File: config.mk
export PLATFORM = sky130hd
export DESIGN_NAME = txc_addr_unit
export DESIGN_NICKNAME = d
export VERILOG_FILES = /design/src/rtl/txc_pkg.sv /design/src/rtl/txc_addr_unit.sv
export SDC_FILE = /design/constraint.sdc
export NUM_CORES = 1
export LEC_CHECK = 0
export BUFFER_PORTS_ARGS = -buffer_cell sky130_fd_sc_hd__clkbuf_2
export CORE_ASPECT_RATIO = 0.7
export CORE_MARGIN = 8
export CORE_UTILIZATION = 40
export DETAILED_ROUTE_END_ITERATION = 8
export MAX_ROUTING_LAYER = met4
export PLACE_DENSITY = 0.65
export SYNTH_ARGS = -nofsm -noshare
export SYNTH_HDL_FRONTEND = slang
export SYNTH_SLANG_ARGS = --single-unit
File: constraint.sdc
create_clock -name vclk -period 21.1
set_clock_uncertainty 0.05 [all_clocks]
set_input_delay 6.33 -clock vclk [all_inputs]
set_output_delay 6.33 -clock vclk [all_outputs]
set_load 0.02 [all_outputs]
File: src/rtl/txc_pkg.sv
`timescale 1ns / 1ps
// ----------------------------------------------------------------------------
// txc_pkg
// shared types and constants of the text console writer
// ----------------------------------------------------------------------------
package txc_pkg;

  localparam int COLUMNS     = 80;
  localparam int ROWS        = 25;
  localparam int TERMINALS   = 8;
  localparam int SCREEN_SIZE = ROWS * COLUMNS;
  localparam int TOTAL_CELLS = TERMINALS * SCREEN_SIZE;
  localparam int SCROLL_CELLS = SCREEN_SIZE - COLUMNS;

  localparam int ADDR_W = $clog2(TOTAL_CELLS);
  localparam int TIDX_W = (TERMINALS > 1) ? $clog2(TERMINALS) : 1;

  // field widths
  localparam int KIND_W = 3;
  localparam int CHAR_W = 8;
  localparam int DIR_W  = 2;
  localparam int TERM_W = 3;
  localparam int ROW_W  = 5;
  localparam int COL_W  = 7;
  localparam int ATTR_W = 8;
  localparam int CELL_W = 16;

  localparam logic [CHAR_W-1:0] NEWLINE_CODE = 8'h0a;
  localparam logic [CHAR_W-1:0] SPACE_CODE   = 8'h20;
  localparam logic [ATTR_W-1:0] RESET_ATTR   = 8'h07;
  localparam logic [CELL_W-1:0] RESET_CELL   = {RESET_ATTR, SPACE_CODE};

  // operation codes
  localparam logic [KIND_W-1:0] KIND_PUT    = 3'd0;
  localparam logic [KIND_W-1:0] KIND_MOVE   = 3'd1;
  localparam logic [KIND_W-1:0] KIND_DELETE = 3'd2;
  localparam logic [KIND_W-1:0] KIND_CLEAR  = 3'd3;
  localparam logic [KIND_W-1:0] KIND_SWITCH = 3'd4;
  localparam logic [KIND_W-1:0] KIND_READ   = 3'd5;

  // cursor directions
  localparam logic [DIR_W-1:0] DIR_UP    = 2'd0;
  localparam logic [DIR_W-1:0] DIR_DOWN  = 2'd1;
  localparam logic [DIR_W-1:0] DIR_LEFT  = 2'd2;
  localparam logic [DIR_W-1:0] DIR_RIGHT = 2'd3;

  typedef enum logic [2:0] {
    ST_INIT,
    ST_IDLE,
    ST_EXEC,
    ST_SCROLL_RD,
    ST_SCROLL_WR,
    ST_BLANK,
    ST_READ,
    ST_RESULT
  } state_t;

  // request to the address unit
  typedef struct packed {
    logic [TERM_W-1:0] term;
    logic [ROW_W-1:0]  row;
    logic [ADDR_W-1:0] offset;
  } addr_req_t;

endpackage

File: src/rtl/txc_addr_unit.sv
`timescale 1ns / 1ps
// ----------------------------------------------------------------------------
// txc_addr_unit
// shared cell address generator: terminal base plus row stride plus offset
// ----------------------------------------------------------------------------
module txc_addr_unit (
  input  txc_pkg::addr_req_t                req,
  output logic [txc_pkg::ADDR_W-1:0]        addr
);

  logic [txc_pkg::ADDR_W-1:0] term_base;
  logic [txc_pkg::ADDR_W-1:0] row_base;

  assign term_base = txc_pkg::ADDR_W'(req.term) * txc_pkg::ADDR_W'(txc_pkg::SCREEN_SIZE);
  assign row_base  = txc_pkg::ADDR_W'(req.row) * txc_pkg::ADDR_W'(txc_pkg::COLUMNS);
  assign addr      = term_base + row_base + req.offset;

endmodule

==> qor_table.md, run 1 <==
| Metric | Value |
| --- | --- |
| Area of the core | 2480 sq um |
| Syn nets | 185 |
| Fraction of layout instances using a drive strength above 1 | 0.193 |
| Minimum period implied by the final worst setup slack | 16.25 ns |
| Total Power | 0.114 mW |
| Synth cell count leaders | inv_1 (37), ha_1 (23), fa_1 (14) |
| Yosys warnings | 0 |
| Cells after Synth | 126 |
| Top cells by area, synth | ha_1 (27%), fa_1 (27%), inv_1 (13%), xnor2_1 (5.8%), a21oi_1 (3.3%) |
| Pwr Density | 95.1 nW/um^2 |
| Cell variety after synth | 20 |
| Top Ports | 36 |
| Timing-limited maximum frequency | 61.6 MHz |
| Antenna violations before repair | 0 |
| Number of clock buffers in the layout | 0 |
| DR vias | 827 |
| DRT Wirelength | 2120 um |
| Leakage power of the design | 0.709 nW |
| Remaining global-route overflow | 0 |
| Hold Fails Final Rpt | 0 |
| Post-CTS Resized | 0 |
| Max-cap check violation count | 0 |
| Post-CTS setup buffers | 0 |
| Arrival time worst endpoint | 9.87 ns |
| Area after detailed placement | 1200 sq um |
| RePlAce Congestion | 0.778 |
| Most area-hungry cell type in the Yosys netlist | ha_1 |
| Crit. End Element | output pin |
| Syn avg cell area | 8.33 sq um |
| Vias per cell | 4.49 |
| Height of the die | 58.9 um |
| Final worst hold slack | 12.61 ns |
| RSZ-0062 raised after global routing | false |
| Number of inserted diodes | 0 |
| Path type of the worst min-delay path | input port to output pin |
| Overall global routing resource usage | 0.105 |
| Largest net degree at the start of global routing | 6 |
| Fraction of the yosys area taken by sequential cells | 0 |
| Portion of synthesized cell area occupied by the leading cell type | 0.274 |
| Largest vdd supply drop | 131 uV |
| Max_slew headroom | 0.828 |
| Max Slew Vio Count | 0 |
| Placed instance count | 184 |
| Least setup slack across all paths after layout | 4.85 ns |
| Floorplan die area | 4550 sq um |
| Layout overhead on the synthesized area | 14.5% |
| Crit Path Class | input port to output pin |
| Number of flip-flops and latches | 0 |
| Final non-filler cell area | 1200 sq um |
| Initial standard-cell utilization of the core | 0.424 |
| Slew of the pin with the lowest slew margin | 0.255 ns |
| Number of design-rule violations left by the first detailed-router iteration | 18 |
| Mapped cell area | 1050 sq um |
| Final antenna-violating net count | 0 |
| Number of remaining DRC errors | 0 |
| Total negative slack | 0 ns |
| Wirelength per Cell | 11.5 um |
| Number of detailed-route iterations in the first pass | 2 |
| Die boundary width | 77.2 um |
| Wire length of the first global-routing pass | 4000 um |
| Via count of the first global-routing pass | 940 |
| Post-cts hold buffer count | 0 |
| Number of nets at the end of the flow | 211 |
| Setup slack after placement | 4.84 ns |
| Number of input and output port buffers inserted | 28 |
| Final Non-Filler Cells | 184 |
| Period Utilization, post-route | 0.770 |
| Status | finished clean |
| Count of standard-cell rows | 15 |
| Largest fanout of any net on the critical path | 5 |
| Flip-flop and latch area | 0 sq um |
| DP HPWL | 2040 um |
| Final Setup Violations | 0 |
| CP startpoint kind | input port |
| CP Data Required Time | 14.72 ns |
| Fraction of the core area covered by cells at the end of the flow | 0.485 |
| Top-count cell post-synth | inv_1 |
[kinds of logic after synthesis]
group                    after synthesis  synth area share
AND/OR/NAND/NOR                       14            0.0668
buffers and inverters                 41             0.161
adder cells (fa/ha/maj)               37             0.541
XOR/XNOR                              11            0.0918
multiplexers                           1           0.00954
AO/OA/AOI/OAI                         22             0.130
[critical path, stage by stage]
cell      delay [ns]
clkbuf_2        0.14
fa_1            0.62
inv_1           0.11
fa_1            0.47
fa_1            0.40
xor2_1          0.25
fa_1            0.47
ha_1            0.24
nor3_1          0.23
nor2b_1         0.16
o21bai_1        0.09
xor2_1          0.15
clkbuf_2        0.19
[final timing paths]
kind | startpoint | to | slack [ns] | cells past startpoint
min | req[2] | addr[2] | 12.61 | 0
max | req[19] | addr[13] | 4.85 | 13
[per-layer routing]
metal  GRT usage  up-vias  wire, um
met3      0.0213        0       125
met1       0.123      373       995
met4           0        0         0
li1            -      436         -
met2       0.193       18       999
met5           -        -         0
[final cells by class]
cell class / count / area [sq um]
Timing Repair Buffer: 28 / 140
Tap cell: 34 / 42.5
Inverter: 37 / 139
Fill cell: 271 / 1270
Multi-Input combinational cell: 85 / 881
[cell usage in the layout, fill, tap and decap left out, drive strengths merged, types with 2 or more instances in the layout]
cell     n
ha      23
o21a     3
xnor2    7
clkbuf  28
xor2     4
fa      14
nor2     8
inv     37
a211oi   2
a21oi    7
o21ai    5
nor2b    3
a21o     3
[power breakdown]
part	total [mW]	internal, mW	switching (mW)
registers	0	0	0
clock network	0	0	0
logic	0.114	0.0464	0.0679
(Power assumes the default switching activity.)
==> run 2: changes to the inputs <==
--- a/config.mk
+++ b/config.mk
@@ -11,7 +11,7 @@
 export CORE_UTILIZATION = 40
 export DETAILED_ROUTE_END_ITERATION = 8
 export MAX_ROUTING_LAYER = met4
-export PLACE_DENSITY = 0.65
+export PLACE_DENSITY = 0.68
 export SYNTH_ARGS = -nofsm -noshare
 export SYNTH_HDL_FRONTEND = slang
 export SYNTH_SLANG_ARGS = --single-unit
==> constraint.sdc (replaced) <==
create_clock -name vclk -period 14.2
set_clock_uncertainty 0.05 [all_clocks]
set_input_delay 4.26 -clock vclk [all_inputs]
set_output_delay 4.26 -clock vclk [all_outputs]
set_load 0.02 [all_outputs]
==> run 2 against run 1 <==
Compared with the run above:
- total power grew 49%
- core utilization is the same
- cell count is the same
- non-clock buffer count is the same
- critical path type unchanged
- largest cell class unchanged
==> qor_table.md, run 2 (synthesized netlist as in run 1, its figures left out) <==
| Metric | Value | Delta |
| --- | --- | --- |
| Status | finished clean | unchanged |
| Post-CTS setup buffers | 0 | unchanged |
| Flip-flop and latch area | 0 sq um | unchanged |
| Count of standard-cell rows | 15 | unchanged |
| Floorplan die area | 4550 sq um | unchanged |
| Die boundary width | 77.2 um | unchanged |
| Max_slew headroom | 0.828 | about the same |
| Arrival time worst endpoint | 7.79 ns | was 9.87 ns |
| Setup slack after placement | 2.07 ns | was 4.84 ns |
| Filler cells | 266 | was 271 |
| Largest vdd supply drop | 148 uV | was 131 uV |
| DP HPWL | 2030 um | was 2040 um |
| Number of design-rule violations left by the first detailed-router iteration | 21 | was 18 |
| Overall global routing resource usage | 0.0944 | was 0.105 |
| Fraction of layout instances using a drive strength above 1 | 0.193 | unchanged |
| Most frequent cells in the layout | inv_1 (37), clkbuf_2 (28), ha_1 (23) | unchanged |
| Initial standard-cell utilization of the core | 0.424 | unchanged |
| Pwr Density | 142 nW/um^2 | was 95.1 nW/um^2 |
| Least setup slack across all paths after layout | 2.10 ns | was 4.85 ns |
| Remaining global-route overflow | 0 | unchanged |
| DRT Wirelength | 2130 um | was 2120 um |
| Minimum period implied by the final worst setup slack | 12.10 ns |  |
| Area of the core | 2480 sq um | unchanged |
| CP startpoint kind | input port | unchanged |
| Post-CTS Resized | 0 | unchanged |
| Placed instance count | 184 | unchanged |
| Final worst hold slack | 8.47 ns | was 12.61 ns |
| DR vias | 826 | was 827 |
| Hold Fails Final Rpt | 0 | unchanged |
| Largest fanout of any net on the critical path | 5 | unchanged |
| Layout overhead on the synthesized area | 14.5% | unchanged |
| Total negative slack | 0 ns | unchanged |
| Timing-limited maximum frequency | 82.6 MHz |  |
| Most frequent standard cell in the layout excluding fill and tap cells | inv_1 | unchanged |
| Period Utilization, post-route | 0.852 |  |
| Final antenna-violating net count | 0 | unchanged |
| Number of clock buffers in the layout | 0 | unchanged |
| Final Setup Violations | 0 | unchanged |
| Post-cts hold buffer count | 0 | unchanged |
| Wire length of the first global-routing pass | 3570 um | was 4000 um |
| Largest net degree at the start of global routing | 6 | unchanged |
| Path type of the worst min-delay path | input port to output pin | unchanged |
| Height of the die | 58.9 um | unchanged |
| Number of remaining DRC errors | 0 | unchanged |
| Crit. End Element | output pin | unchanged |
| CP Data Required Time | 9.89 ns | was 14.72 ns |
| Top Ports | 36 | unchanged |
| Number of flip-flops and latches | 0 | unchanged |
| Number of nets at the end of the flow | 211 | unchanged |
| Via count of the first global-routing pass | 853 | was 940 |
| Antenna violations before repair | 0 | unchanged |
| Vias per cell | 4.49 | about the same |
| Leakage power of the design | 0.709 nW | unchanged |
| RSZ-0062 raised after global routing | false | unchanged |
| Crit Path Class | input port to output pin | unchanged |
| Wirelength per Cell | 11.6 um | was 11.5 um |
| RePlAce Congestion | 0.786 | was 0.778 |
| Slew of the pin with the lowest slew margin | 0.256 ns | was 0.255 ns |
| Number of inserted diodes | 0 | unchanged |
| Number of detailed-route iterations in the first pass | 4 | was 2 |
| Max Slew Vio Count | 0 | unchanged |
| Final Non-Filler Cells | 184 | unchanged |
| Fraction of the core area covered by cells at the end of the flow | 0.485 | unchanged |
| Number of input and output port buffers inserted | 28 | unchanged |
| Max-cap check violation count | 0 | unchanged |
[run 2: through the flow]
step / power, mW / cell area (sq um)
after floorplan: 0.127 / 1050
after global placement: 0.167 / 1200
after detailed placement: 0.171 / 1200
after CTS: 0.173 / 1200
after global routing: 0.188 / 1200
final: 0.170 / 1200
[run 2: layout make-up]
class              count  area [sq um]  share of cell area
multi-input cells     85           881               0.733
well taps             34          42.5              0.0354
repair buffers        28           140               0.117
inverters             37           139               0.116
[run 2: layer usage]
metal | routed length, um | global-route usage | part of all wire | up-vias
met5 | 0 | - | 0 | -
met1 | 1090 | 0.118 | 0.51 | 370
li1 | - | - | - | 435
met4 | 0 | 0 | 0 | 0
met3 | 97 | 0.0137 | 0.046 | 0
met2 | 936 | 0.169 | 0.44 | 21
[run 2: power by group]
| group | total (mW) | internal [mW] | switching, mW | leakage (nW) |
|---|---|---|---|---|
| combinational | 0.170 | 0.0691 | 0.101 | 0.709 |
| clock | 0 | 0 | 0 | 0 |
| sequential | 0 | 0 | 0 | 0 |
[run 2: worst paths after layout]
| kind | slack, ns | depth (start not counted) | end | startpoint |
|---|---|---|---|---|
| setup / recovery | 2.10 | 14 | addr[13] | req[19] |
| hold / removal | 8.47 | 0 | addr[2] | req[2] |
[run 2: worst max-delay path, cell delays in order]
cell and delay (ns):
clkbuf_2 0.15, fa_1 0.61, inv_1 0.11, fa_1 0.47, fa_1 0.48, fa_1 0.51, inv_1 0.04, ha_1 0.29
o21a_1 0.12, o31a_1 0.16, nor2b_1 0.06, o21bai_1 0.16, xor2_1 0.17, clkbuf_2 0.19
==> run 3: changes to the inputs <==
--- a/config.mk
+++ b/config.mk
@@ -7,11 +7,11 @@
 export LEC_CHECK = 0
 export BUFFER_PORTS_ARGS = -buffer_cell sky130_fd_sc_hd__clkbuf_2
 export CORE_ASPECT_RATIO = 0.7
-export CORE_MARGIN = 8
-export CORE_UTILIZATION = 40
+export CORE_MARGIN = 4
+export CORE_UTILIZATION = 49
 export DETAILED_ROUTE_END_ITERATION = 8
 export MAX_ROUTING_LAYER = met4
-export PLACE_DENSITY = 0.68
+export PLACE_DENSITY = 0.8
 export SYNTH_ARGS = -nofsm -noshare
 export SYNTH_HDL_FRONTEND = slang
 export SYNTH_SLANG_ARGS = --single-unit
==> run 3 against run 2 <==
Compared with the run above:
- setup slack got worse by 0.044 ns
- sequential cell count is the same
- worst hold slack did not move
- total power down 0.93%
- global-route usage grew 6.0 points
- critical path depth unchanged
- final area down 1.2%
- largest cell class unchanged
==> qor_table.md, run 3 (synthesized netlist as in run 1, its figures left out) <==
| Metric | Value | Delta |
| --- | --- | --- |
| Die boundary width | 63.3 um | was 77.2 um |
| Leakage power of the design | 0.709 nW | unchanged |
| RePlAce Congestion | 0.792 | was 0.786 |
| Via count of the first global-routing pass | 885 | was 853 |
| Count of standard-cell rows | 13 | was 15 |
| Top Ports | 36 | unchanged |
| Post-CTS setup buffers | 0 | unchanged |
| Hold Fails Final Rpt | 0 | unchanged |
| Arrival time worst endpoint | 7.84 ns | was 7.79 ns |
| Cell repeated most along the worst path | fa_1 | unchanged |
| Number of remaining DRC errors | 0 | unchanged |
| Layout overhead on the synthesized area | 13.1% | was 14.5% |
| Number of design-rule violations left by the first detailed-router iteration | 11 | was 21 |
| Total negative slack | 0 ns | unchanged |
| Most frequent standard cell in the layout excluding fill and tap cells | inv_1 | unchanged |
| Timing-limited maximum frequency | 82.3 MHz | was 82.6 MHz |
| Initial standard-cell utilization of the core | 0.542 | was 0.424 |
| RSZ-0062 raised after global routing | false | unchanged |
| Vias per cell | 4.92 | was 4.49 |
| Number of flip-flops and latches | 0 | unchanged |
| Antenna violations before repair | 0 | unchanged |
| Filler cells | 177 | was 266 |
| Area after detailed placement | 1190 sq um | was 1200 sq um |
| Remaining global-route overflow | 0 | unchanged |
| Most frequent cells in the layout | inv_1 (37), clkbuf_2 (28), ha_1 (23) | unchanged |
| Area taken by multi-input logic gates | 881 sq um | unchanged |
| Number of clock buffers in the layout | 0 | unchanged |
| Number of detailed-route iterations in the first pass | 4 | unchanged |
| Final Setup Violations | 0 | unchanged |
| DP HPWL | 1910 um | was 2030 um |
| DRT Wirelength | 1980 um | was 2130 um |
| Total Power | 0.169 mW | was 0.170 mW |
| Wirelength per Cell | 11.5 um | was 11.6 um |
| Final antenna-violating net count | 0 | unchanged |
| Path type of the worst min-delay path | input port to output pin | unchanged |
| Post-CTS Resized | 0 | unchanged |
| Max-cap check violation count | 0 | unchanged |
| Post-cts hold buffer count | 0 | unchanged |
| Fraction of layout instances using a drive strength above 1 | 0.193 | unchanged |
| Largest vdd supply drop | 187 uV | was 148 uV |
| Setup slack after placement | 2.04 ns | was 2.07 ns |
| Minimum period implied by the final worst setup slack | 12.15 ns | was 12.10 ns |
| Final worst hold slack | 8.47 ns | unchanged |
| Flip-flop and latch area | 0 sq um | unchanged |
| Number of input and output port buffers inserted | 28 | unchanged |
| Largest fanout of any net on the critical path | 5 | unchanged |
| Period Utilization, post-route | 0.855 | was 0.852 |
| Status | finished clean | unchanged |
| Least setup slack across all paths after layout | 2.05 ns | was 2.10 ns |
| DR vias | 846 | was 826 |
| Overall global routing resource usage | 0.154 | was 0.0944 |
| Crit Path Class | input port to output pin | unchanged |
| Final non-filler cell area | 1190 sq um | was 1200 sq um |
| Floorplan die area | 2960 sq um | was 4550 sq um |
| Cell Chain, Critical Path | clkbuf_2 > fa_1 > inv_1 > fa_1 > fa_1 > fa_1 > inv_1 > ha_1 > o21a_1 > o31a_1 > nor2b_1 > o21bai_1 > xor2_1 > clkbuf_2 | unchanged |
| Max Slew Vio Count | 0 | unchanged |
| Fraction of the core area covered by cells at the end of the flow | 0.613 | was 0.485 |
| Max_slew headroom | 0.808 | was 0.828 |
| Pwr Density | 142 nW/um^2 | about the same |
| Number of inserted diodes | 0 | unchanged |
| Placed instance count | 172 | was 184 |
| Crit. End Element | output pin | unchanged |
| Final Non-Filler Cells | 172 | was 184 |
| Largest net degree at the start of global routing | 6 | unchanged |
| Height of the die | 46.7 um | was 58.9 um |
| Area of the core | 1940 sq um | was 2480 sq um |
| Slew of the pin with the lowest slew margin | 0.286 ns | was 0.256 ns |
| CP startpoint kind | input port | unchanged |
| Wire length of the first global-routing pass | 3600 um | was 3570 um |
| Slowest Stage Delay on Critical Path | 0.61 ns | about the same |
| Critical-path cell with the highest stage delay | fa_1 | unchanged |
| Number of nets at the end of the flow | 211 | unchanged |
| CP Data Required Time | 9.89 ns | about the same |
-- run 3: final timing paths --
path,startpoint,end,slack (ns),cells after the start
hold / removal,req[0],addr[0],8.47,0
setup / recovery,req[19],addr[13],2.05,14
-- run 3: report_power, final --
group / internal [mW] / switching, mW / leakage (nW)
clock network: 0 / 0 / 0
registers: 0 / 0 / 0
logic: 0.0692 / 0.0996 / 0.709
total: 0.0692 / 0.0996 / 0.709
-- run 3: final cells by class --
type	count	share of cell area
multi-input cells	85	0.742
well taps	22	0.0232
repair buffers	28	0.118
inverters	37	0.117
-- run 3: critical path, delay by kind of cell --
family          cells  cell delay, ns
fa+ha+maj           5            2.40
buf+inv             4            0.50
compound gates      3            0.47
xor+xnor            1            0.16
simple gates        1            0.06
-- run 3: layer usage --
metal | GRT usage | part of all wire | vias to the layer above
li1 | - | - | 435
met1 | 0.194 | 0.47 | 391
met2 | 0.295 | 0.48 | 20
met3 | 0.00976 | 0.047 | 0
met4 | 0 | 0 | 0
met5 | - | 0 | -
